--- src/hw/rtl/pip_pkg.sv ---
// shared types and constants for the point-in-polygon ray-cast block
`default_nettype none
package pip_pkg;

	localparam int CoordW = 32;
	localparam int DiffW  = CoordW + 1;
	localparam int ProdW  = 2 * DiffW;
	localparam int DataW  = (CoordW > 32) ? 64 : 32;
	localparam int AddrW  = (DataW == 64) ? 4 : 3;

	// power of two, so the queue pointers wrap by themselves
	localparam int QDepth = 2;
	localparam int PtrW   = (QDepth > 1) ? $clog2(QDepth) : 1;
	localparam int CntW   = $clog2(QDepth + 1);

	localparam logic RegPointX = 1'b0;
	localparam logic RegPointY = 1'b1;

	typedef logic signed [CoordW-1:0] coord_t;

	typedef struct packed {
		coord_t p1x;
		coord_t p1y;
		coord_t p2x;
		coord_t p2y;
		logic   fin;
	} edge_job_t;

	typedef struct packed {
		logic push;
		logic full;
	} q_wr_t;

	typedef struct packed {
		logic pop;
		logic valid;
	} q_rd_t;

endpackage
`default_nettype wire

--- src/hw/rtl/pip_front.sv ---
// front end: takes vertex beats and turns them into edge jobs
`default_nettype none
module pip_front (
	input  wire logic                  clk,
	input  wire logic                  arst_n,
	input  wire logic                  in_valid,
	output logic                       in_ready,
	input  wire pip_pkg::coord_t       vertex_x,
	input  wire pip_pkg::coord_t       vertex_y,
	input  wire logic                  last_vertex,
	output pip_pkg::q_wr_t             q_wr,
	input  wire logic                  q_full,
	output pip_pkg::edge_job_t         q_job
);

	pip_pkg::coord_t    first_x_q, first_y_q, prev_x_q, prev_y_q;
	logic               started_q;
	logic               pend_a_q, pend_b_q;
	pip_pkg::edge_job_t job_a_q, job_b_q;
	logic               accept;

	assign in_ready = !pend_a_q && !pend_b_q;
	assign accept   = in_valid && in_ready;

	always_comb begin
		q_wr.full = q_full;
		q_wr.push = (pend_a_q || pend_b_q) && !q_full;
		q_job     = pend_a_q ? job_a_q : job_b_q;
	end

	always_ff @(posedge clk or negedge arst_n) begin
		if (!arst_n) begin
			started_q <= 1'b0;
			pend_a_q  <= 1'b0;
			pend_b_q  <= 1'b0;
			first_x_q <= '0;
			first_y_q <= '0;
			prev_x_q  <= '0;
			prev_y_q  <= '0;
		end else begin
			if (q_wr.push) begin
				if (pend_a_q) begin
					pend_a_q <= 1'b0;
				end else begin
					pend_b_q <= 1'b0;
				end
			end
			if (accept) begin
				pend_a_q  <= started_q;
				pend_b_q  <= last_vertex;
				started_q <= !last_vertex;
				prev_x_q  <= vertex_x;
				prev_y_q  <= vertex_y;
				if (!started_q) begin
					first_x_q <= vertex_x;
					first_y_q <= vertex_y;
				end
			end
		end
	end

	always_ff @(posedge clk) begin
		if (accept) begin
			job_a_q.p1x <= prev_x_q;
			job_a_q.p1y <= prev_y_q;
			job_a_q.p2x <= vertex_x;
			job_a_q.p2y <= vertex_y;
			job_a_q.fin <= 1'b0;
			// closing edge back to the first vertex
			job_b_q.p1x <= vertex_x;
			job_b_q.p1y <= vertex_y;
			job_b_q.p2x <= started_q ? first_x_q : vertex_x;
			job_b_q.p2y <= started_q ? first_y_q : vertex_y;
			job_b_q.fin <= 1'b1;
		end
	end

`ifndef ASSERT_OFF
	a_last_queues_close: assert property (@(posedge clk) disable iff (!arst_n)
		(accept && last_vertex) |=> pend_b_q)
		else $error("closing edge not queued after last vertex");
	a_no_accept_busy: assert property (@(posedge clk) disable iff (!arst_n)
		accept |=> !in_ready || (!$past(started_q) && !$past(last_vertex)))
		else $error("front accepted while edge jobs pending");
`endif

endmodule
`default_nettype wire

--- src/hw/rtl/pip_fifo.sv ---
// short edge-job queue between front and back
`default_nettype none
module pip_fifo (
	input  wire logic               clk,
	input  wire logic               arst_n,
	input  wire pip_pkg::q_wr_t     q_wr,
	input  wire pip_pkg::edge_job_t wr_job,
	output logic                    full,
	input  wire logic               pop,
	output pip_pkg::q_rd_t          q_rd,
	output pip_pkg::edge_job_t      rd_job
);

	pip_pkg::edge_job_t          mem_q [pip_pkg::QDepth];
	logic [pip_pkg::PtrW-1:0]    wr_ptr_q, rd_ptr_q;
	logic [pip_pkg::CntW-1:0]    count_q;
	logic                        do_push, do_pop;

	assign full    = (count_q == pip_pkg::CntW'(pip_pkg::QDepth));
	assign do_push = q_wr.push && !full;
	assign do_pop  = pop && (count_q != '0);

	always_comb begin
		q_rd.valid = (count_q != '0);
		q_rd.pop   = do_pop;
		rd_job     = mem_q[rd_ptr_q];
	end

	always_ff @(posedge clk or negedge arst_n) begin
		if (!arst_n) begin
			wr_ptr_q <= '0;
			rd_ptr_q <= '0;
			count_q  <= '0;
		end else begin
			if (do_push) begin
				wr_ptr_q <= wr_ptr_q + 1'b1;
			end
			if (do_pop) begin
				rd_ptr_q <= rd_ptr_q + 1'b1;
			end
			if (do_push && !do_pop) begin
				count_q <= count_q + 1'b1;
			end else if (do_pop && !do_push) begin
				count_q <= count_q - 1'b1;
			end
		end
	end

	always_ff @(posedge clk) begin
		if (do_push) begin
			mem_q[wr_ptr_q] <= wr_job;
		end
	end

`ifndef ASSERT_OFF
	a_no_overflow: assert property (@(posedge clk) disable iff (!arst_n)
		q_wr.push |-> !full)
		else $error("edge job pushed into full queue");
	a_no_underflow: assert property (@(posedge clk) disable iff (!arst_n)
		pop |-> (count_q != '0))
		else $error("edge job popped from empty queue");
`endif

endmodule
`default_nettype wire

--- src/hw/rtl/pip_back.sv ---
// back end: exact crossing test per edge on one shared multiplier, parity and result
`default_nettype none
module pip_back (
	input  wire logic               clk,
	input  wire logic               arst_n,
	input  wire pip_pkg::coord_t    point_x,
	input  wire pip_pkg::coord_t    point_y,
	input  wire pip_pkg::q_rd_t     q_rd,
	input  wire pip_pkg::edge_job_t job,
	output logic                    pop,
	output logic                    out_valid,
	input  wire logic               out_ready,
	output logic                    inside_res
);

	typedef enum logic [1:0] {S_IDLE, S_MUL1, S_MUL2, S_CMP} state_t;

	state_t                              state_q;
	logic                                parity_q, out_valid_q, inside_res_q;
	logic                                fin_q, cond_q, vert_q;
	logic signed [pip_pkg::DiffW-1:0]    a_q, b_q, c_q, d_q;
	logic signed [pip_pkg::ProdW-1:0]    prod1_q, prod2_q;

	logic signed [pip_pkg::DiffW-1:0]    ax, ay, dx, dy, mul_a, mul_b;
	logic signed [pip_pkg::ProdW-1:0]    prod;
	pip_pkg::coord_t                     ylo, yhi, xhi;
	logic                                cond, advance, new_parity;

	assign pop        = (state_q == S_IDLE) && q_rd.valid;
	assign out_valid  = out_valid_q;
	assign inside_res = inside_res_q;

	always_comb begin
		ylo  = (job.p1y < job.p2y) ? job.p1y : job.p2y;
		yhi  = (job.p1y < job.p2y) ? job.p2y : job.p1y;
		xhi  = (job.p1x < job.p2x) ? job.p2x : job.p1x;
		cond = (point_y > ylo) && (point_y <= yhi) && (point_x <= xhi);
		ax   = pip_pkg::DiffW'(point_x) - pip_pkg::DiffW'(job.p1x);
		ay   = pip_pkg::DiffW'(point_y) - pip_pkg::DiffW'(job.p1y);
		dx   = pip_pkg::DiffW'(job.p2x) - pip_pkg::DiffW'(job.p1x);
		dy   = pip_pkg::DiffW'(job.p2y) - pip_pkg::DiffW'(job.p1y);
	end

	always_comb begin
		mul_a = (state_q == S_MUL1) ? a_q : c_q;
		mul_b = (state_q == S_MUL1) ? b_q : d_q;
		prod  = mul_a * mul_b;
	end

	assign advance    = !fin_q || !out_valid_q || out_ready;
	assign new_parity = parity_q ^ (cond_q && (vert_q || (prod1_q <= prod2_q)));

	always_ff @(posedge clk or negedge arst_n) begin
		if (!arst_n) begin
			state_q      <= S_IDLE;
			parity_q     <= 1'b0;
			out_valid_q  <= 1'b0;
			inside_res_q <= 1'b0;
		end else begin
			if (out_valid_q && out_ready && !(state_q == S_CMP && fin_q)) begin
				out_valid_q <= 1'b0;
			end
			unique case (state_q)
				S_IDLE: begin
					if (pop) begin
						state_q <= S_MUL1;
					end
				end
				S_MUL1: begin
					state_q <= S_MUL2;
				end
				S_MUL2: begin
					state_q <= S_CMP;
				end
				S_CMP: begin
					if (advance) begin
						state_q <= S_IDLE;
						if (fin_q) begin
							out_valid_q  <= 1'b1;
							inside_res_q <= new_parity;
							parity_q     <= 1'b0;
						end else begin
							parity_q <= new_parity;
						end
					end
				end
				default: begin
					state_q <= S_IDLE;
				end
			endcase
		end
	end

	always_ff @(posedge clk) begin
		if (pop) begin
			fin_q  <= job.fin;
			cond_q <= cond;
			vert_q <= (job.p1x == job.p2x);
			// comparison direction follows the sign of dy
			if (dy > 0) begin
				a_q <= ax;
				b_q <= dy;
				c_q <= ay;
				d_q <= dx;
			end else begin
				a_q <= ay;
				b_q <= dx;
				c_q <= ax;
				d_q <= dy;
			end
		end
		if (state_q == S_MUL1) begin
			prod1_q <= prod;
		end
		if (state_q == S_MUL2) begin
			prod2_q <= prod;
		end
	end

`ifndef ASSERT_OFF
	a_result_from_cmp: assert property (@(posedge clk) disable iff (!arst_n)
		$rose(out_valid_q) |-> $past(state_q == S_CMP))
		else $error("result raised outside compare step");
	a_parity_cleared: assert property (@(posedge clk) disable iff (!arst_n)
		(state_q == S_CMP && fin_q && advance) |=> !parity_q)
		else $error("parity not cleared after result");
	a_pop_idle_only: assert property (@(posedge clk) disable iff (!arst_n)
		q_rd.pop |-> (state_q == S_IDLE))
		else $error("edge job taken while busy");
`endif

endmodule
`default_nettype wire

--- src/hw/rtl/point_in_polygon_ray_cast.sv ---
// top level of the even-odd ray-cast point-in-polygon test
// a last vertex beat is registered as edge jobs in the front and queued; the back end takes one job at a time
// when idle and steps it through S_MUL1, S_MUL2 and S_CMP on its shared multiplier, and out_valid rises
// from S_CMP of the closing edge; the front takes a new vertex only once its pending edge jobs are queued
// reset: asynchronous active low; clears query point, parity and all control at once
`default_nettype none
module point_in_polygon_ray_cast (
	input  wire logic                       clk,
	input  wire logic                       arst_n,
	input  wire logic                       psel,
	input  wire logic                       penable,
	input  wire logic                       pwrite,
	input  wire logic [pip_pkg::AddrW-1:0]  paddr,
	input  wire logic [pip_pkg::DataW-1:0]  pwdata,
	output logic      [pip_pkg::DataW-1:0]  prdata,
	output logic                            pready,
	input  wire logic                       in_valid,
	output logic                            in_ready,
	input  wire pip_pkg::coord_t            vertex_x,
	input  wire pip_pkg::coord_t            vertex_y,
	input  wire logic                       last_vertex,
	output logic                            out_valid,
	input  wire logic                       out_ready,
	output logic                            inside_res
);

	pip_pkg::coord_t    point_x_q, point_y_q;
	pip_pkg::q_wr_t     q_wr;
	pip_pkg::q_rd_t     q_rd;
	pip_pkg::edge_job_t wr_job, rd_job;
	logic               q_full, pop;
	logic               reg_sel;

	assign pready  = 1'b1;
	assign reg_sel = paddr[pip_pkg::AddrW-1];

	always_comb begin
		case (reg_sel)
			pip_pkg::RegPointX: prdata = pip_pkg::DataW'(point_x_q);
			pip_pkg::RegPointY: prdata = pip_pkg::DataW'(point_y_q);
			default:            prdata = '0;
		endcase
	end

	always_ff @(posedge clk or negedge arst_n) begin
		if (!arst_n) begin
			point_x_q <= '0;
			point_y_q <= '0;
		end else if (psel && penable && pwrite && pready) begin
			case (reg_sel)
				pip_pkg::RegPointX: point_x_q <= pwdata[pip_pkg::CoordW-1:0];
				pip_pkg::RegPointY: point_y_q <= pwdata[pip_pkg::CoordW-1:0];
				default: ;
			endcase
		end
	end

	pip_front u_front (
		.clk         (clk),
		.arst_n      (arst_n),
		.in_valid    (in_valid),
		.in_ready    (in_ready),
		.vertex_x    (vertex_x),
		.vertex_y    (vertex_y),
		.last_vertex (last_vertex),
		.q_wr        (q_wr),
		.q_full      (q_full),
		.q_job       (wr_job)
	);

	pip_fifo u_fifo (
		.clk    (clk),
		.arst_n (arst_n),
		.q_wr   (q_wr),
		.wr_job (wr_job),
		.full   (q_full),
		.pop    (pop),
		.q_rd   (q_rd),
		.rd_job (rd_job)
	);

	pip_back u_back (
		.clk        (clk),
		.arst_n     (arst_n),
		.point_x    (point_x_q),
		.point_y    (point_y_q),
		.q_rd       (q_rd),
		.job        (rd_job),
		.pop        (pop),
		.out_valid  (out_valid),
		.out_ready  (out_ready),
		.inside_res (inside_res)
	);

endmodule
`default_nettype wire

--- config.mk ---
export PLATFORM = sky130hd
export DESIGN_NAME = point_in_polygon_ray_cast
export DESIGN_NICKNAME = d
export VERILOG_FILES = /design/src/hw/rtl/pip_pkg.sv /design/src/hw/rtl/pip_front.sv /design/src/hw/rtl/pip_fifo.sv /design/src/hw/rtl/pip_back.sv /design/src/hw/rtl/point_in_polygon_ray_cast.sv
export SDC_FILE = /design/constraint.sdc
export NUM_CORES = 2
export LEC_CHECK = 0
export BUFFER_PORTS_ARGS = -buffer_cell sky130_fd_sc_hd__buf_2
export CORE_UTILIZATION = 60
export DETAILED_ROUTE_END_ITERATION = 10
export GPL_ROUTABILITY_DRIVEN = 0
export PLACE_DENSITY = 0.85
export SYNTH_ARGS = -nofsm -noshare
export SYNTH_HDL_FRONTEND = slang
export SYNTH_SLANG_ARGS = --single-unit
export TNS_END_PERCENT = 5
--- constraint.sdc ---
create_clock -name clk -period 14.5 [get_ports clk]
set_input_delay 0.725 -clock clk [delete_from_list [all_inputs] [get_ports clk]]
set_output_delay 0.725 -clock clk [all_outputs]
set_load 0.01 [all_outputs]
==> impl_metrics.json <==
{
  "clkTransAtPathRegs_ns": 0.07,
  "via_per_inst": 6.21,
  "hold_buffers": 1,
  "outcome": "finished with violations",
  "drt_wl_total_microns": 231000,
  "crit_path_end_kind": "register",
  "synth-seq-area-share_pct": 31.4,
  "die_area_sq_mm": 0.143,
  "rrSetupSlack_ns": 2.66,
  "cp_slowest_cell": "mux2i_2",
  "ys_ff_latch": 921,
  "drtAntennaViolNets": 0,
  "r2r_start": "u_back.state_q[1]",
  "clock-sinks": 921,
  "cts_tree": "yes",
  "grt_pass1_vias": 63500,
  "placed_area_sq_mm": 0.0878,
  "clock.fmax_mhz": 84.4,
  "vias": 59500,
  "drive_above_1_share_pct": 13.8,
  "ioPinCount": 143,
  "crit_type": "reg2reg",
  "grt_pass1_wl_microns": 357000,
  "holdWs_ns": 0.135,
  "violations": "design-rule violations, max-capacitance violations, max-slew violations",
  "antenna_found_initial": 11,
  "worstMarginPinSlew_ns": 1.55,
  "synth_area_sq_mm": 0.0849,
  "cts_made_buffers": 94,
  "critical_path_depth": 29,
  "slew_headroom_pct": -5.62,
  "rr_worst_depth": 29,
  "worstReg2RegEnd": "u_back.prod1_q[65]",
  "synth_cell_types": 83,
  "dp_hpwl_microns": 168000,
  "synth_area_leaders": "fa_1, edfxtp_1, mux2_2",
  "grt_max_degree": 156,
  "initial_core_util_pct": 60.7,
  "drc_errors": 3,
  "slowest_delay_ns": 1.24,
  "rows": 137,
  "cp.required_ns": 15.01,
  "synthArstFlopShare_pct": 22.1,
  "critPathTopFamily": "adder cells",
  "yosys_warnings": 0,
  "synth-main-ff-cell": "edfxtp_1",
  "worstSkewPairLatency_ns": 0.79,
  "min_path_type": "in2reg",
  "cpMostUsedCell": "fa_1",
  "cp_num_buf_inv": 6,
  "wl_met1_microns": 80800,
  "fin_area_sq_mm": 0.0910,
  "grt-ovfl-total": 0,
  "cts.repair.resized": 0,
  "dr_wl_met3_microns": 28000,
  "arrival_ns": 12.35,
  "maxCapViolations": 3,
  "final_min_period_over_clock_period_pct": 81.7,
  "avgSynthCellArea_sq_um": 11.2,
  "finalNonFillerCells": 9575,
  "grtUsageTotal_pct": 33.2,
  "post_cts_buffers": 0,
  "finClkSkew_ns": 0.107,
  "syn_inst": 7557,
  "highest_layer": "met5",
  "maxSlewViolCount": 22,
  "crit_end": "u_back.prod1_q[65]",
  "die-width_microns": 378,
  "dr.first_iter.drc_count": 7110,
  "syn_to_final_growth_pct": 7.13,
  "first_pass_iters": 11,
  "synth_area_leader_cell": "fa_1",
  "hold_violations": 0,
  "synth-edff-count": 717,
  "die_y_microns": 378,
  "worstSetupStartpointType": "register",
  "final.setup.tns_ns": 0,
  "wl_met2_microns": 103000,
  "multi_input_area_sq_mm": 0.0526,
  "nets": 9381,
  "worstHoldStart": "vertex_y[20]",
  "fill_cells": 9673,
  "cts_buffer_depth": 3,
  "io_buffers": 139,
  "crit_fanout": 109,
  "setup_viol": 0,
  "core_sq_mm": 0.140,
  "hold_depth": 1,
  "wl_per_cell_microns": 24.2,
  "startpoint": "u_back.state_q[1]",
  "syn_nets": 9327,
  "yosys.area.top_type_share_pct": 27.1,
  "layout.area.seq_sq_mm": 0.0266,
  "cts_root_buffer": "clkbuf_16",
  "ctsHtreeMaxLevel": 3,
  "place_inst": 9390,
  "rsz0062_at_grt": "no",
  "period_needed_ns": 11.84
}
-- cells by family after synthesis --
| group | synth area share [%] |
|---|---|
| and+or+nand+nor | 8.29 |
| DFF | 31.4 |
| AOI/OAI and AO/OA | 5.37 |
| xor gates and xnor gates | 1.77 |
| other | 0.00441 |
| buffers and inverters | 7.00 |
| muxes | 11.6 |
| adders and majority gates | 34.7 |
-- per-layer routing --
metal  global-route usage (%)  up-vias
li1                         -    24800
met1                     40.2    29400
met2                     50.9     3966
met3                     10.5     1248
met4                     22.4       16
met5                    0.755        -
-- placed cells by master, fill, tap and decap left out, types with 10 or more instances in the layout --
cell / Yosys / final
a31oi_1: 13 / 13
inv_1: 1293 / 1292
nand4_1: 58 / 58
mux2i_2: 0 / 24
mux2_1: 52 / 52
mux2_2: 634 / 634
a21oi_1: 177 / 177
nor4_1: 13 / 13
xnor2_1: 112 / 112
mux2i_1: 209 / 181
o21bai_1: 24 / 24
nor2b_1: 51 / 51
nand2b_1: 35 / 35
buf_2: 4 / 138
and4_1: 14 / 14
ha_1: 514 / 512
a21o_1: 130 / 130
nor3_1: 35 / 34
a21boi_0: 10 / 10
and3_1: 18 / 18
edfxtp_1: 717 / 717
nor2_1: 692 / 692
nand3_1: 47 / 47
a211oi_1: 25 / 25
fa_1: 1149 / 1149
o211ai_1: 22 / 22
dfrtp_1: 204 / 201
o21a_1: 56 / 56
clkbuf_1: 212 / 30
o21ai_0: 118 / 118
clkbuf_16: 0 / 94
clkinv_1: 1 / 11
clkbuf_8: 0 / 11
and2_1: 18 / 16
xor2_1: 60 / 60
or3_1: 11 / 11
buf_4: 9 / 85
nand2_1: 631 / 630
-- per-stage QoR --
step           utilization [%]  setup slack, ns
3_3_place_gp              62.7             3.24
3_5_place_dp              62.7             3.04
5_1_grt                   65.0             2.45
2_1_floorplan                -             3.63
6_report                  65.0             2.66
4_1_cts                   65.0             2.98
-- area by class of cell --
| class | count | share of cell area, % |
|---|---|---|
| diodes | 6 | 0.0165 |
| clock buffers | 135 | 2.87 |
| clock inverters | 43 | 0.621 |
| flip-flops and latches | 921 | 29.3 |
| multi-input cells | 5073 | 57.8 |
| inverters | 1294 | 5.34 |
| well taps | 1876 | 2.58 |
| repair buffers | 227 | 1.53 |
-- state kept, by name (all words and copies together) (netlist names), 2 cells and up --
register           flops
point_x_q             32
u_back.prod1_q        66
u_back.state_q         2
u_front.job_b_q       64
u_back.c_q            33
u_fifo.count_q         2
u_front.prev_x_q      32
u_front.first_y_q     32
u_back.d_q            33
point_y_q             32
u_front.job_a_q      128
u_back.a_q            33
u_back.b_q            33
u_front.prev_y_q      32
u_front.first_x_q     32
u_back.prod2_q        66
u_fifo.mem_q         258
-- worst min path at each step --
stage                                 endpoint
after floorplan           u_front.job_a_q[100]
after global placement     u_front.job_a_q[69]
after detailed placement   u_front.job_a_q[74]
after CTS                  u_front.job_a_q[21]
after global routing       u_front.job_a_q[21]
final                      u_front.job_a_q[21]
-- Yosys cell counts, types with 6 or more instances --
cell,n
inv_1,1293
fa_1,1149
edfxtp_1,717
nor2_1,692
mux2_2,634
nand2_1,631
ha_1,514
clkbuf_1,212
mux2i_1,209
dfrtp_1,204
a21oi_1,177
a21o_1,130
o21ai_0,118
xnor2_1,112
xor2_1,60
nand4_1,58
o21a_1,56
mux2_1,52
nor2b_1,51
nand3_1,47
buf_1,38
nand2b_1,35
nor3_1,35
a211oi_1,25
o21bai_1,24
o211ai_1,22
and2_1,18
and3_1,18
and4_1,14
a31oi_1,13
nor4_1,13
or3_1,11
a21boi_0,10
o31ai_1,10
a2111oi_0,9
buf_4,9
o22ai_1,9
nand3b_1,8
o31a_1,8
a221oi_1,7
or2_2,7
a211o_1,6
Power is left out: the tool's default activity adds up to more than one toggle a clock period on the data nets, which glitch-free logic cannot reach.
